--- config.mk ---
export PLATFORM = sky130hd
export DESIGN_NAME = bla_ctrl
export DESIGN_NICKNAME = d
export VERILOG_FILES = /design/src/hw/rtl/bla_pkg.sv /design/src/hw/rtl/bla_ctrl.sv
export SDC_FILE = /design/constraint.sdc
export NUM_CORES = 1
export LEC_CHECK = 0
export ABC_CLOCK_PERIOD_IN_PS = 4900
export BUFFER_PORTS_ARGS = -buffer_cell sky130_fd_sc_hd__buf_2
export CAP_MARGIN = 20
export CORE_ASPECT_RATIO = 1.2
export CORE_MARGIN = 1.5
export CORE_UTILIZATION = 40
export CTS_CLUSTER_DIAMETER = 50
export CTS_CLUSTER_SIZE = 10
export DETAILED_ROUTE_END_ITERATION = 12
export PLACE_DENSITY = 0.78
export SKIP_CTS_REPAIR_TIMING = 1
export SLEW_MARGIN = 20
export SYNTH_ARGS = -nofsm -noshare
export SYNTH_HDL_FRONTEND = slang
export SYNTH_SLANG_ARGS = --single-unit
--- constraint.sdc ---
create_clock -name clock -period 4.9 [get_ports clock]
set_clock_uncertainty 0.15 [all_clocks]
set_input_delay 0.98 -clock clock [delete_from_list [all_inputs] [get_ports clock]]
set_output_delay 0.98 -clock clock [all_outputs]
set_load 0.01 [all_outputs]
--- src/hw/rtl/bla_pkg.sv ---
// Package for the binary lifting level-ancestor engine.
// Holds operation and result codes and the controller/datapath interface structs.
// No dependencies.
`default_nettype none

package bla_pkg;

   localparam int DEPTH_W = 10;
   localparam int INDEX_W = 10;
   localparam int ENTRY_W = INDEX_W + 1;

   typedef enum logic [1:0] {
      OP_LOAD  = 2'd0,
      OP_BUILD = 2'd1,
      OP_QUERY = 2'd2
   } op_type;

   localparam logic KIND_QUERY = 1'b0;
   localparam logic KIND_BUILD = 1'b1;

   // Commands from the controller to the datapath.
   typedef struct packed {
      logic capture;
      logic load_wr;
      logic dep_rd;
      logic q_eval;
      logic q_step_rd;
      logic q_take;
      logic q_next;
      logic b_init;
      logic b_rd1;
      logic b_rd2;
      logic b_wr;
      logic rsp_build;
      logic rsp_hit;
      logic rsp_miss;
   } ctl_cmd_type;

   // Status from the datapath to the controller.
   typedef struct packed {
      logic q_fail;
      logic q_zero;
      logic diff_msb;
      logic walk_last;
      logic jump_valid;
      logic build_last;
   } ctl_sts_type;

endpackage

`default_nettype wire

--- src/hw/rtl/bla_ctrl.sv ---
// Controller state machine of the level-ancestor engine.
// Depends on bla_pkg for the command and status structs and the operation codes.
`default_nettype none

module bla_ctrl
   import bla_pkg::*;
(
   input  wire logic        clock,
   input  wire logic        reset,
   input  wire logic        start,
   input  wire logic [1:0]  req_operation,
   input  var  ctl_sts_type sts,
   output var  ctl_cmd_type cmd,
   output logic             busy
);

   typedef enum logic [8:0] {
      S_IDLE   = 9'b000000001,
      S_LOAD   = 9'b000000010,
      S_Q_DEP  = 9'b000000100,
      S_Q_EVAL = 9'b000001000,
      S_Q_STEP = 9'b000010000,
      S_Q_TAKE = 9'b000100000,
      S_B_RD1  = 9'b001000000,
      S_B_RD2  = 9'b010000000,
      S_B_WR   = 9'b100000000
   } state_type;

   state_type state_ff;
   state_type state_in;

   assign busy = (state_ff != S_IDLE);

   always_comb begin
      state_in = state_ff;
      cmd      = '0;
      unique case (state_ff)
         S_IDLE: begin
            if (start) begin
               cmd.capture = 1'b1;
               unique case (req_operation)
                  OP_LOAD:  state_in = S_LOAD;
                  OP_BUILD: begin
                     cmd.b_init = 1'b1;
                     state_in   = S_B_RD1;
                  end
                  OP_QUERY: state_in = S_Q_DEP;
                  default:  state_in = S_IDLE;
               endcase
            end
         end
         S_LOAD: begin
            cmd.load_wr = 1'b1;
            state_in    = S_IDLE;
         end
         S_Q_DEP: begin
            cmd.dep_rd = 1'b1;
            state_in   = S_Q_EVAL;
         end
         S_Q_EVAL: begin
            if (sts.q_fail) begin
               cmd.rsp_miss = 1'b1;
               state_in     = S_IDLE;
            end else if (sts.q_zero) begin
               cmd.rsp_hit = 1'b1;
               state_in    = S_IDLE;
            end else begin
               cmd.q_eval = 1'b1;
               state_in   = S_Q_STEP;
            end
         end
         S_Q_STEP: begin
            if (sts.diff_msb) begin
               cmd.q_step_rd = 1'b1;
               state_in      = S_Q_TAKE;
            end else begin
               cmd.q_next = 1'b1;
               if (sts.walk_last) begin
                  cmd.rsp_hit = 1'b1;
                  state_in    = S_IDLE;
               end
            end
         end
         S_Q_TAKE: begin
            if (!sts.jump_valid) begin
               cmd.rsp_miss = 1'b1;
               state_in     = S_IDLE;
            end else begin
               cmd.q_take = 1'b1;
               cmd.q_next = 1'b1;
               if (sts.walk_last) begin
                  cmd.rsp_hit = 1'b1;
                  state_in    = S_IDLE;
               end else begin
                  state_in = S_Q_STEP;
               end
            end
         end
         S_B_RD1: begin
            cmd.b_rd1 = 1'b1;
            state_in  = S_B_RD2;
         end
         S_B_RD2: begin
            cmd.b_rd2 = 1'b1;
            state_in  = S_B_WR;
         end
         S_B_WR: begin
            cmd.b_wr = 1'b1;
            if (sts.build_last) begin
               cmd.rsp_build = 1'b1;
               state_in      = S_IDLE;
            end else begin
               state_in = S_B_RD1;
            end
         end
         default: state_in = S_IDLE;
      endcase
   end

   always_ff @(posedge clock) begin
      if (reset) begin
         state_ff <= S_IDLE;
      end else begin
         state_ff <= state_in;
      end
   end

endmodule

`default_nettype wire

## Yosys cells after proc, flatten, opt, wreduce, memory -nomap -nowiden

Index checks and enable logic that the tools add are counted.

| storage, ports and cells | value |
|---|---|
| output and inout port bits | 15 |
| logic and storage cells | 56 |
| memories | 0 |
| bits in latches | 0 |
| register bits after elaboration | 9 |
| ROM bits | 0 |
| RAM bits | 0 |

| operators by class | value |
|---|---|
| reduce and logical (&&, ||, !) cells | 2 |
| divide/modulo/power cells | 0 |
| add/subtract/negate cells | 0 |
| equality and inequality tests | 14 |
| bitwise gates (word level) | 0 |
| $lt $le $gt $ge | 0 |
| shifts and indexed selects | 0 |
| $mul | 0 |
| mux-type cells | 39 |

Operator list:

| operator | count |
|---|---|
| $pmux W9 S8 | 1 |
| $mux W9 | 5 |
| $mux W1 | 24 |
| $pmux W7 S3 | 1 |
| $mux W5 | 2 |
| $eq A9 B1 Y1 const B | 1 |
| $eq A9 B2 Y1 const B | 1 |
| $eq A9 B3 Y1 const B | 1 |
| $eq A9 B4 Y1 const B | 1 |
| $eq A9 B5 Y1 const B | 1 |
| $eq A9 B6 Y1 const B | 1 |
| $eq A9 B7 Y1 const B | 1 |
| $eq A9 B8 Y1 const B | 1 |
| $eq A9 B9 Y1 const B | 1 |
| $ne A9 B1 Y1 const B | 1 |
| $mux W7 | 1 |
| $mux W2 | 2 |
| $pmux W1 S2 | 2 |
| $ne A3 B3 Y1 const B | 1 |
| $pmux W1 S3 | 1 |
| $eq A2 B1 Y1 const B | 1 |
| $eq A2 B2 Y1 const B | 1 |
| $logic_not A2 Y1 | 1 |
| $ne A2 B2 Y1 const B | 1 |
| $reduce_and A2 Y1 | 1 |

## Longest topological paths before layout

| logic depth | value |
|---|---|
| word-level depth | 4 |
| depth in mapped cells | 7 |
| depth with buffers taken out | 5 |

## Least setup slack after synthesis

OpenSTA, ideal clock, no wires.

| timing path | value |
|---|---|
| path kind | register -> output |
| start point | register state_ff[6] |
| end point | output port cmd[1] (netlist bit) |
| arrival time | 1.975 ns |
| data required time | 3.770 ns |
| setup slack | 1.795 ns |
| stages on the path, launching flop included | 7 |
| path through | dfxtp_1 -> buf_6 -> or4_4 -> or4_4 -> buf_6 -> a21oi_1 -> a22o_1 |

RTL lines:

| item | RTL line | RTL |
|---|---|---|
| start: declaration | bla_ctrl.sv:29 | `state_type state_ff;` |
| start signal: assignment | bla_ctrl.sv:124 | `state_ff <= state_in;` |
| end: declaration | bla_ctrl.sv:13 | `output var ctl_cmd_type cmd,` |

==> metrics.txt <==
Post-synth EDFFs=0; status=finished clean; Total Wirelength=1.634 mm; Worst setup EP type=output pin; core region area=1642 um^2; ANT cells=0; routed len/inst=12.38 um; Worst-path clk slew=0.07 ns; Multi-input gate area=452.9 um^2; data arrival time of the worst path=2.14 ns; clock sink count=9; Clk Latency, worst-skew pair=0.26 ns; Residual DRC=0; clock buffer count from CTS=3; Leak=0.3775 nW; Mapped Cells=92; Avg Inst Size Synth=7.602 um^2; maximum VDD drop=0.0002264 V; reg-to-reg startpoint=state_ff[6]; Tcrit/Tclk final=66.71%; largest area contributor in the netlist=dfxtp_1; deepest clock path buffer count=2; post-synthesis sequential area ratio=25.76%; global-route wire length before repair=2.663 mm; total congestion overflow=0; Final Hold Fails=0; count leader, synth=dfxtp_1; Max FO, Critical Path=8; dpl hpwl=1.300 mm; crit-path max cell delay=0.58 ns; ratio of cells with drive above 1 in the final layout=32.46%; total global-route track usage=19.02%; Final setup viols=0; starting density of the core=42.61%; CP Launch Type=register; kind of critical path=register to output pin; power after layout=0.3277 mW; Die W=41.17 um; setup TNS=0 ns; Critical Path RT=3.77 ns; Final ANT Viol Nets=0; Vias=754; Largest Register=state_ff; hold_sp=state_ff[4]; number of fill cells=174; DIE AREA=2009 um^2; slowest CP cell=or4_4; Worst Hold Class=register to register; Site Rows=16; Max Cap Viol=0; GPL Wtd Cong=0.7923; Synth top area share=25.76%; #FFs+latches synth=9; Slew @ Worst Pin=0.4372 ns; RSZ-0062 raised after global routing=false; max reg flops=9; fin nets=126; H-tree Lvls=1; CTS tree=built; Place WS=1.798 ns; Root Buffer=clkbuf_4; Slew Limit Fails=0; pwr/cell area=396.2 nW/um^2; FF+latch area=180.2 um^2; drt pass-1 iters=4; Largest regs=state_ff x9; area delta synth->final=18.25%; Synth top cells by count=9 x dfxtp_1, 8 x nor2_1, 8 x nor3_1; largest net degree at the start of global routing=12; Port-buffer cells=25; top cell family by delay on the critical path=simple AND/OR/NAND/NOR gates; Synth Flop Type=dfxtp_1; CP Cell Sequence=or4_4, or4_4, a21oi_1, a22o_1, buf_2; fmax=305.9 MHz; initial antenna violation count=0; vias in the first global route=645; Synth Warn #=0; Util after Layout=50.38%; Iteration-0 DRC Markers=10; crit path from=state_ff[6]; Crit path buffers/inverters=1; Rel. slew slack=70.44%; top-level I/O count=26; Final min period=3.269 ns; ys async rst share=0%; Area contributors post-synth=dfxtp_1 26%, nor3_1 5.7%, nor4_1 5.4%; Die Y=48.81 um; count of cell types in the netlist=36; CP dominant cell by count=or4_4; Vias/cell=5.712; synthesized area=699.4 um^2; final setup margin=1.631 ns; Mapped Nets=103
## metrics by stage
stage               hold slack, ns  instance area (um^2)  instances
CTS                         0.5136                 827.0        132
finish                      0.5178                 827.0        132
global route                0.5683                 827.0        132
floorplan                   0.3681                 699.4         92
detailed placement          0.5067                 799.5        128
global placement            0.4785                 799.5        128
## metal layers
metal  GRT usage [%]  up-vias  part of all wire [%]
met3           1.370        2                   2.3
met4           10.75        0                  0.86
li1                -      387                     -
met1           24.06      353                    44
met2           29.95       12                    52
met5               0        -                     0
## layout by cell type, fill, tap and decap left out, types with 2 or more instances in the layout
| master | n |
|---|---|
| and2_1 | 2 |
| clkbuf_4 | 3 |
| nor4_1 | 6 |
| nor2b_1 | 2 |
| nor4b_1 | 4 |
| nand4_1 | 2 |
| o22ai_1 | 3 |
| nor3_1 | 8 |
| buf_2 | 25 |
| nand2_1 | 6 |
| o21ai_0 | 3 |
| a22o_1 | 2 |
| nand2b_1 | 5 |
| inv_1 | 5 |
| dfxtp_1 | 9 |
| or4_4 | 3 |
| a21oi_1 | 2 |
| nor2_1 | 8 |
## power breakdown
group | switching [mW] | leakage, nW | internal [mW]
registers | 0.0218 | 0.0732 | 0.0854
clock network | 0.0262 | 0.0177 | 0.0301
logic | 0.0919 | 0.287 | 0.0723
## worst reg2reg max path, stage by stage, from the launching register on
cell	delay (ns)
dfxtp_1	0.38
or4_4	0.58
or4_4	0.49
or4_4	0.53
nand2_2	0.12
o21ba_1	0.15
## layout make-up
type                       count  area share (%)
multi-input combinational     71           54.77
clock inverter                 1          0.6051
clock buffer                   3           2.723
inverter                       5           2.269
sequential                     9           21.79
tap                           18           2.723
timing repair buffer          25           15.13
## path summary, 6_finish.rpt
check / to / slack, ns / cells past startpoint
min: state_ff[5] / 0.52 / 2
max: cmd[1] / 1.63 / 5
min reg2reg: state_ff[5] / 0.52 / 2
max reg2reg: state_ff[7] / 2.39 / 5
## cells by family (layout without fill, tap and decap cells)
kind of cell           after synthesis  after routing  share of synthesized area (%)
buffers and inverters               12             34                          9.481
XOR/XNOR                             2              2                          2.505
flip-flops                           9              9                          25.76
AO/OA/AOI/OAI                       18             18                          18.61
AND/OR/NAND/NOR                     51             51                          43.65
Power figures use the tool's default switching activity.
